**src/yrbd_pkg.sv**
```systemverilog
// yrbd_pkg: shared types, constants and register codes for the region box decoder
// no dependencies; imported by every module of the block except yrbd_div
package yrbd_pkg;

   localparam int MAX_GRID_DEF      = 64;
   localparam int SIG_DEPTH_DEF     = 1024;
   localparam int EXP_DEPTH_DEF     = 1024;

   localparam int CSR_AW            = 5;
   localparam int CSR_DW            = 32;
   localparam int REQ_TDATA_W       = 152;
   localparam int RSP_TDATA_W       = 80;

   localparam int QUEUE_DEPTH       = 2;
   localparam int QPTR_W            = 1;

   localparam int DIV_W             = 32;

   localparam logic KIND_HEADER     = 1'b0;
   localparam logic KIND_CLASS      = 1'b1;

   localparam logic [11:0] FRAME_WIDTH_RST  = 12'd640;
   localparam logic [11:0] FRAME_HEIGHT_RST = 12'd480;
   localparam logic [6:0]  GRID_SIZE_RST    = 7'd13;
   localparam logic [15:0] OBJ_THR_RST      = 16'd19661;
   localparam logic [15:0] CONF_THR_RST     = 16'd19661;
   localparam logic [8:0]  NUM_CLASSES_RST  = 9'd20;

   typedef enum logic [2:0] {
      REG_FRAME_WIDTH    = 3'd0,
      REG_FRAME_HEIGHT   = 3'd1,
      REG_GRID_SIZE      = 3'd2,
      REG_OBJ_THRESHOLD  = 3'd3,
      REG_CONF_THRESHOLD = 3'd4,
      REG_NUM_CLASSES    = 3'd5
   } reg_index_type;

   typedef struct packed {
      logic [11:0] frame_width;
      logic [11:0] frame_height;
      logic [6:0]  grid_size;
      logic [15:0] obj_threshold;
      logic [15:0] conf_threshold;
      logic [8:0]  num_classes;
   } cfg_type;

   typedef struct packed {
      logic               kind;
      logic signed [15:0] logit_tx;
      logic signed [15:0] logit_ty;
      logic signed [15:0] logit_tw;
      logic signed [15:0] logit_th;
      logic signed [15:0] logit_obj;
      logic [5:0]         cell_col;
      logic [5:0]         cell_row;
      logic [15:0]        anchor_width;
      logic [15:0]        anchor_height;
      logic [7:0]         class_index;
      logic signed [15:0] class_logit;
   } item_type;

endpackage

```
**src/yrbd_front.sv**
```systemverilog
// yrbd_front: takes input words, drops out-of-range class words, queues the rest
// depends on yrbd_pkg
module yrbd_front
   import yrbd_pkg::*;
(
   input  logic                   clock,
   input  logic                   reset,
   input  cfg_type                cfg,
   input  logic                   req_tvalid,
   output logic                   req_tready,
   input  logic [REQ_TDATA_W-1:0] req_tdata,  // tx, ty, tw, th, obj, col, row, aw, ah, class_index, class_logit
   input  logic                   req_tuser,  // kind
   output logic                   q_valid,
   output item_type               q_item,
   input  logic                   q_pop
);

   item_type            in_item;
   item_type            entries_ff [QUEUE_DEPTH];
   logic [QPTR_W-1:0]   wr_ptr_ff, wr_ptr_in;
   logic [QPTR_W-1:0]   rd_ptr_ff, rd_ptr_in;
   logic [QPTR_W:0]     count_ff, count_in;
   logic                keep;
   logic                push;

   always_comb begin
      in_item.kind          = req_tuser;
      in_item.logit_tx      = req_tdata[15:0];
      in_item.logit_ty      = req_tdata[31:16];
      in_item.logit_tw      = req_tdata[47:32];
      in_item.logit_th      = req_tdata[63:48];
      in_item.logit_obj     = req_tdata[79:64];
      in_item.cell_col      = req_tdata[85:80];
      in_item.cell_row      = req_tdata[91:86];
      in_item.anchor_width  = req_tdata[107:92];
      in_item.anchor_height = req_tdata[123:108];
      in_item.class_index   = req_tdata[131:124];
      in_item.class_logit   = req_tdata[147:132];
   end

   assign keep       = (in_item.kind == KIND_HEADER) ||
                       ({1'b0, in_item.class_index} < cfg.num_classes);
   assign req_tready = count_ff != (QPTR_W+1)'(QUEUE_DEPTH);
   assign push       = req_tvalid && req_tready && keep;
   assign q_valid    = count_ff != '0;
   assign q_item     = entries_ff[rd_ptr_ff];

   always_comb begin
      wr_ptr_in = push  ? wr_ptr_ff + 1'b1 : wr_ptr_ff;
      rd_ptr_in = q_pop ? rd_ptr_ff + 1'b1 : rd_ptr_ff;
      count_in  = count_ff;
      if (push && !q_pop) begin
         count_in = count_ff + 1'b1;
      end else if (!push && q_pop) begin
         count_in = count_ff - 1'b1;
      end
   end

   always_ff @(posedge clock) begin
      if (push) begin
         entries_ff[wr_ptr_ff] <= in_item;
      end
      if (reset) begin
         wr_ptr_ff <= '0;
         rd_ptr_ff <= '0;
         count_ff  <= '0;
      end else begin
         wr_ptr_ff <= wr_ptr_in;
         rd_ptr_ff <= rd_ptr_in;
         count_ff  <= count_in;
      end
   end

endmodule

```
**config.mk**
```make
export PLATFORM = sky130hd
export DESIGN_NAME = yrbd_front
export DESIGN_NICKNAME = d
export VERILOG_FILES = /design/src/yrbd_pkg.sv /design/src/yrbd_front.sv
export SDC_FILE = /design/constraint.sdc
export NUM_CORES = 1
export LEC_CHECK = 0
export BUFFER_PORTS_ARGS = -buffer_cell sky130_fd_sc_hd__buf_2
export CAP_MARGIN = 20
export CORE_ASPECT_RATIO = 1.4
export CORE_MARGIN = 10
export CORE_UTILIZATION = 50
export CTS_BUF_LIST = sky130_fd_sc_hd__clkbuf_16
export DETAILED_ROUTE_END_ITERATION = 6
export PLACE_DENSITY = 0.8
export SLEW_MARGIN = 20
export SYNTH_ARGS = -nofsm -noshare
export SYNTH_HDL_FRONTEND = slang
export SYNTH_SLANG_ARGS = --single-unit
```
**constraint.sdc**
```tcl
create_clock -name clock -period 38.5 [get_ports clock]
set_input_delay 5.775 -clock clock [delete_from_list [all_inputs] [get_ports clock]]
set_output_delay 5.775 -clock clock [all_outputs]
set_load 0.01 [all_outputs]
```
## Word-level counts from Yosys, hierarchy flattened

Memories as Yosys holds them, arrays and structs flattened. A register that Yosys moved wholly into a read port is not among the register bits.
Cells that the tools add are included.

- Memories: 1
- Memory bits (writable): 298
- Bits in registers: 4

Memories:

| memory | depth | width | rd ports | clocked after Yosys merged registers in | write ports | RTL line | text |
|---|---|---|---|---|---|---|---|
| entries_ff | 2 | 149 | 1 | 1 | 1 | yrbd_front.sv:19 | `item_type entries_ff [QUEUE_DEPTH];` |

- Add/subtract/negate cells: 4
- Eq/ne operators: 1
- $lt $le $gt $ge: 1
- Bitwise gates (word level): 1
- Muxes and demuxes: 6
- Reduce and logical (&&, ||, !) cells: 9

Operator list:

| operator | number |
|---|---|
| $lt A8 B9 Y1 | 1 |
| $logic_and A1 B1 Y1 | 4 |
| $mux W1 | 4 |
| $mux W2 | 2 |
| $reduce_bool A2 Y1 | 2 |
| $add A1 B1 Y1 const B | 2 |
| $add A2 B1 Y2 const B | 1 |
| $logic_not A1 Y1 | 2 |
| $ne A2 B2 Y1 const B | 1 |
| $sub A2 B1 Y2 const B | 1 |
| $logic_or A1 B1 Y1 | 1 |
| $not A1 Y1 | 1 |

## Depth between registers and ports, before layout

Gate-level depths: netlist of the first run.

- Depth after elaboration: 7
- Mapped depth: 10

## Worst setup path after synthesis of the first run

No wires, ideal clock.

- Path type: input to register
- From: input cfg[6] in the netlist's numbering
- To: memory entries_ff[0][0] in the netlist's numbering, enable pin
- Arrival: 17.537 ns
- Data required time: 37.622 ns
- Stages on the path: 6
- Path buffers: 0
- Path slack: 20.084 ns
- Cells stage by stage: inv_1 -> ha_1 -> a211oi_1 -> a2bb2oi_2 -> o21ai_2 -> a211oi_1

- Cells in the longest elaborated chain, start to end: 5

Ends and longest elaborated chain:

| item | RTL line | text |
|---|---|---|
| from (decl) | yrbd_front.sv:8 | `input cfg_type cfg,` |
| $lt A8 B9 Y1 | yrbd_front.sv:42 | `({1'b0, in_item.class_index} < cfg.num_classes);` |
| $logic_or A1 B1 Y1 | yrbd_front.sv:41 | `assign keep = (in_item.kind == KIND_HEADER) \|\|` |
| $logic_and A1 B1 Y1 | yrbd_front.sv:44 | `assign push = req_tvalid && req_tready && keep;` |
| $mux W1 | yrbd_front.sv:60 | `if (push) begin` |
| $mux W1 (implied by the code) | yrbd_front.sv:61 | `entries_ff[wr_ptr_ff] <= in_item;` |
| to (decl) | yrbd_front.sv:19 |  |

No other way between the ends.

==> results_dict.tcl, run 1 <==
set metrics [dict create \
    grt_pass1_vias 6371 \
    synthCells 521 \
    synth-seq-cells 303 \
    clk_latency_ps 540 \
    p_leak_nw 5.271 \
    synth_ff_type "edfxtp_1" \
    reg2reg_slack_ps 35750 \
    grt_antenna_before_repair 11 \
    synth_fp_nets 758 \
    netlist_area_sq_um 11220 \
    synth_enable_flop_cells 298 \
    finalHoldViolations 0 \
    nFillCells 1564 \
    post_route_cells_drive_above_1_share_pct 59.17 \
    cts_num_sinks 303 \
    syn2layout_area_growth_pct 24.74 \
    slowest_stage "buf_4" \
    dp_slack_ps 29650 \
    postCtsSetupBuffers 0 \
    path_clk_slew_ps 60 \
    htree_levels 1 \
    p_per_area_nw_per_um2 57.31 \
    port_buffers 312 \
    cts_tree "yes" \
    outcome "complete, no violations" \
    finalPower_mw 0.8023 \
    seq_area_sq_um 9052 \
    ys_seq_area_share_pct 80.62 \
    max_freq_mhz 118.9 \
    die_x_um 146.6 \
    yosys_warnings 0 \
    required_ps 32720 \
    critPathMaxFanout 66 \
    timing.final.crit_share_pct 21.85 \
    cp-end-kind "primary output" \
    ir_drop_uv 43.17 \
    drv_cap 0 \
    vias 5963 \
    routedWlPerCell_um 20.25 \
    arrival_ps 2640 \
    grt_setup_unrepaired "false" \
    drt-initial-drc-count 236 \
    fin_setup_tns_ps 0 \
    cts_resized 0 \
    layout_common_cells "buf_2, edfxtp_1, mux2_2, clkbuf_16, inv_1" \
    cts-hold-fix-buffers 0 \
    post-route-drc-count 0 \
    cts.path.max_buffers 3 \
    hold_class "register to register" \
    cts_buffers 28 \
    synthArstFlopShare_pct 0 \
    final_common_cell "buf_2" \
    multi_input_area_sq_um 2049 \
    die_area_sq_um 28920 \
    gr-total-overflow 0 \
    grt.total_usage_pct 15.61 \
    ant_nets 0 \
    max_slew_margin_pct 31.04 \
    ios 380 \
    timing.final.ws_setup_ps 30090 \
    max_stage_delay_ps 790 \
    num_rows 64 \
    setup.worst_path.start_class "register" \
    final_util_pct 63.57 \
    finClkSkew_ps 9.721 \
    critPathTopFamily "buffers and inverters" \
    totalWireLength_mm 23.84 \
    final_max_slew_viol_count 0 \
    gp_congestion 0.7366 \
    grt_max_degree 74 \
    hpwlAfterDp_mm 16.68 \
    nets 1088 \
    start_util_pct 50.97 \
    crit_type "register to primary output" \
    synth_cell_types 31 \
    path_buf_inv 2 \
    fin_crit_ps 8414 \
    syn_area_per_cell_sq_um 21.54 \
    drtPass1Iterations 4 \
    worst_slew_pin_slew_ps 1034 \
    routed_via_density 5.066 \
    setup_viol 0 \
    clock-root-buffer "clkbuf_16" \
    crit_chain "buf_4 > mux2_2 > buf_2" \
    die_h_um 197.3 \
    core_area_sq_um 22020 \
    grt_pass1_wl_mm 35.80 \
]
-- path summary, 6_finish.rpt --
check | start | end | depth (start not counted)
setup / recovery | register | q_item[145] | 3
setup reg to reg | count_ff[0] | entries_ff[0][58] | 4
hold / removal | count_ff[1] | count_ff[1] | 2
hold reg to reg | count_ff[1] | count_ff[1] | 2
-- per-stage QoR --
stage               area, sq um  instances  hold slack (ps)
floorplan                 11220        521            466.8
detailed placement        13130       1118            497.1
CTS                       13980       1169            510.5
global route              14000       1176            550.7
finish                    14000       1177            507.5
global placement          13110       1117            481.0
-- logic make-up (layout without fill, tap and decap cells) --
| logic type | count (synthesis) | after routing | share of synthesized area (%) |
|---|---|---|---|
| other | 0 | 8 | 0 |
| adders and majority gates | 8 | 8 | 0.8919 |
| and+or+nand+nor | 15 | 15 | 0.7359 |
| buffers and inverters | 27 | 378 | 1.338 |
| AOI/OAI and AO/OA | 15 | 15 | 1.137 |
| xor gates and xnor gates | 3 | 3 | 0.2342 |
| muxes | 150 | 150 | 15.04 |
| DFF | 303 | 303 | 80.62 |
-- power breakdown --
group | total, mW | switching [mW] | leakage (nW) | internal [mW]
Sequential | 0.425 | 0.0106 | 2.81 | 0.414
Combinational | 0.126 | 0.0730 | 2.03 | 0.0529
Clock | 0.252 | 0.113 | 0.426 | 0.139
-- final cells by class --
cell class / count / area share [%]
tap: 297 / 2.654
inverter: 9 / 0.2413
antenna: 8 / 0.1430
clock buffer: 28 / 5.005
clock inverter: 23 / 1.037
sequential: 303 / 64.66
multi-input combinational: 191 / 14.64
timing repair buffer: 318 / 11.62
-- registers in the layout, indices dropped and copies added (netlist names), named ones only --
signal and cells:
count_ff 2, entries_ff 298, rd_ptr_ff 1, wr_ptr_ff 1
-- worst register-to-register path, delay by kind of cell, from the launching register on --
family,cells,cell delay (ps)
buffers and inverters,1,830
AO/OA/AOI/OAI,1,650
flip-flops,1,390
AND/OR/NAND/NOR,2,380
-- per-layer routing --
metal / global-route usage (%) / up-vias / part of all wire (%) / routed length, um
li1: - / 2741 / - / -
met1: 16.24 / 2914 / 35 / 8227
met2: 27.89 / 240 / 53 / 12690
met3: 5.342 / 60 / 8.2 / 1954
met4: 6.949 / 8 / 3.8 / 916
met5: 0 / - / 0.20 / 48
-- synth_stat cells (2+ instances only) --
master / n / area [sq um]
buf_2: 6 / 30.03
buf_4: 11 / 82.58
ha_1: 8 / 100.1
nor2_1: 5 / 18.77
nand2_1: 2 / 7.510
a211oi_1: 3 / 22.52
edfxtp_1: 298 / 8949
dfxtp_1: 5 / 100.1
a21oi_1: 2 / 10.01
nand2b_1: 2 / 12.51
mux2_2: 149 / 1678
xor2_1: 2 / 17.52
inv_1: 9 / 33.78
a21o_1: 2 / 15.01
No activity file was read; power rests on OpenSTA's default activity.
==> run 2: changes to the inputs <==
--- a/config.mk
+++ b/config.mk
@@ -9,10 +9,10 @@
 export CAP_MARGIN = 20
 export CORE_ASPECT_RATIO = 1.4
 export CORE_MARGIN = 10
-export CORE_UTILIZATION = 50
+export CORE_UTILIZATION = 45
 export CTS_BUF_LIST = sky130_fd_sc_hd__clkbuf_16
 export DETAILED_ROUTE_END_ITERATION = 6
-export PLACE_DENSITY = 0.8
+export PLACE_DENSITY = 0.77
 export SLEW_MARGIN = 20
 export SYNTH_ARGS = -nofsm -noshare
 export SYNTH_HDL_FRONTEND = slang
==> constraint.sdc (replaced) <==
create_clock -name clock -period 7.09 [get_ports clock]
set_input_delay 1.0635 -clock clock [delete_from_list [all_inputs] [get_ports clock]]
set_output_delay 1.0635 -clock clock [all_outputs]
set_load 0.01 [all_outputs]
==> run 2 against run 1 <==
Clock power increased to 5.9 times the previous value. Worst setup slack worse by 27000 ps. Clock-buffer cell count grew 1. Hold slack gained 1.2 ps. Core utilization fell by 6.3 points. Sequential power rose to 5.4 times the previous value.
==> results_dict.tcl, run 2 (synthesized netlist as in run 1, its figures left out) <==
set metrics [dict create \
    finClkSkew_ps 18.13 \
    die_area_sq_um 31750 \
    clk_latency_ps 530 \
    ir_drop_uv 207.7 \
    cts.path.max_buffers 3 \
    whs_ps 508.7 \
    setup.worst_path.start_class "register" \
    outcome "complete, no violations" \
    final_util_pct 57.25 \
    crit_type "register to primary output" \
    final_max_slew_viol_count 0 \
    grt.total_usage_pct 14.26 \
    place_inst 1138 \
    grt_pass1_wl_mm 35.95 \
    postCtsSetupBuffers 0 \
    p_per_area_nw_per_um2 317.0 \
    grt_pass1_vias 6487 \
    slowest_stage "dfxtp_4" \
    start_util_pct 45.64 \
    cts_resized 0 \
    nFillCells 1920 \
    nets 1090 \
    hold_class "register to register" \
    max_stage_delay_ps 760 \
    setup_viol 0 \
    post-route-drc-count 0 \
    syn2layout_area_growth_pct 25.42 \
    finalHoldViolations 0 \
    critPathMaxFanout 53 \
    ant_nets 0 \
    top_register "entries_ff" \
    port_buffers 312 \
    critPathTopFamily "buffers and inverters" \
    path_clk_slew_ps 70 \
    vias 5868 \
    top_regs "entries_ff x298, count_ff x2" \
    grt_max_degree 59 \
    arrival_ps 2600 \
    p_leak_nw 5.318 \
    layout.cells.non_filler 1192 \
    htree_levels 1 \
    worst_slew_pin_slew_ps 801.9 \
    required_ps 6030 \
    fin_crit_ps 3668 \
    cts_buffers 28 \
    hpwlAfterDp_mm 16.85 \
    cts_tree "yes" \
    final_common_cell "buf_2" \
    timing.final.crit_share_pct 51.73 \
    core_area_sq_um 24590 \
    layout_common_cells "buf_2, edfxtp_1, mux2_2, clkbuf_16, inv_1" \
    grt_setup_unrepaired "false" \
    max_freq_mhz 272.7 \
    die_h_um 206.9 \
    gr-total-overflow 0 \
    totalWireLength_mm 24.07 \
    grt_antenna_before_repair 9 \
    num_rows 68 \
    routedWlPerCell_um 20.19 \
    ios 380 \
    path_buf_inv 2 \
    cts-hold-fix-buffers 0 \
    gp_congestion 0.7275 \
    post_route_cells_drive_above_1_share_pct 59.17 \
    cp-end-kind "primary output" \
    drv_cap 0 \
    routed_via_density 4.923 \
    largest_register_ffs 298 \
    cts_num_sinks 303 \
    drtPass1Iterations 4 \
    max_slew_margin_pct 46.54 \
    drt-initial-drc-count 296 \
    die_x_um 153.5 \
    clock-root-buffer "clkbuf_16" \
    finalPower_mw 4.462 \
    crit_chain "buf_4 > mux2_2 > buf_2" \
]
-- run 2: layout make-up --
type	instances	area (sq um)	share of cell area, %
sequential	303	9052	64.31
multi-input combinational	191	2049	14.56
timing repair buffer	320	1622	11.52
clock buffer	29	725.7	5.156
tap	315	394.1	2.800
clock inverter	20	186.4	1.324
inverter	9	33.78	0.2400
antenna	5	12.51	0.08889
-- run 2: routing by layer --
layer | track usage, % | wire length, um | vias up
li1 | - | - | 2736
met1 | 15.03 | 8576 | 2856
met2 | 25.76 | 12720 | 216
met3 | 5.369 | 2048 | 52
met4 | 4.834 | 660 | 8
met5 | 0 | 62 | -
-- run 2: final timing paths --
path | from | endpoint | slack, ps | cells past startpoint
setup reg to reg | count_ff[0] | entries_ff[0][107] | 4940 | 4
hold / removal | count_ff[1] | count_ff[1] | 510 | 2
hold reg to reg | count_ff[1] | count_ff[1] | 510 | 2
setup / recovery | register | q_item[143] | 3420 | 3
-- run 2: worst reg2reg max path, stage by stage (launching register included) --
cell and delay, ps:
dfxtp_1 400, nand2b_1 160, nand2_1 190, a211oi_4 300, buf_4 670
-- run 2: power by group --
part	switching, mW	internal, mW
Clock	0.598	0.878
Sequential	0.0583	2.25
Combinational	0.395	0.287
Total	1.05	3.41
-- run 2: per-stage QoR --
| stage | setup slack, ps | setup TNS (ps) | instance area [sq um] |
|---|---|---|---|
| 2_1_floorplan | -1438 | -428450 | 11230 |
| 3_3_place_gp | 3609 | 0 | 13150 |
| 3_5_place_dp | 3550 | 0 | 13150 |
| 4_1_cts | 3357 | 0 | 14060 |
| 5_1_grt | 3283 | 0 | 14070 |
| 6_report | 3422 | 0 | 14080 |
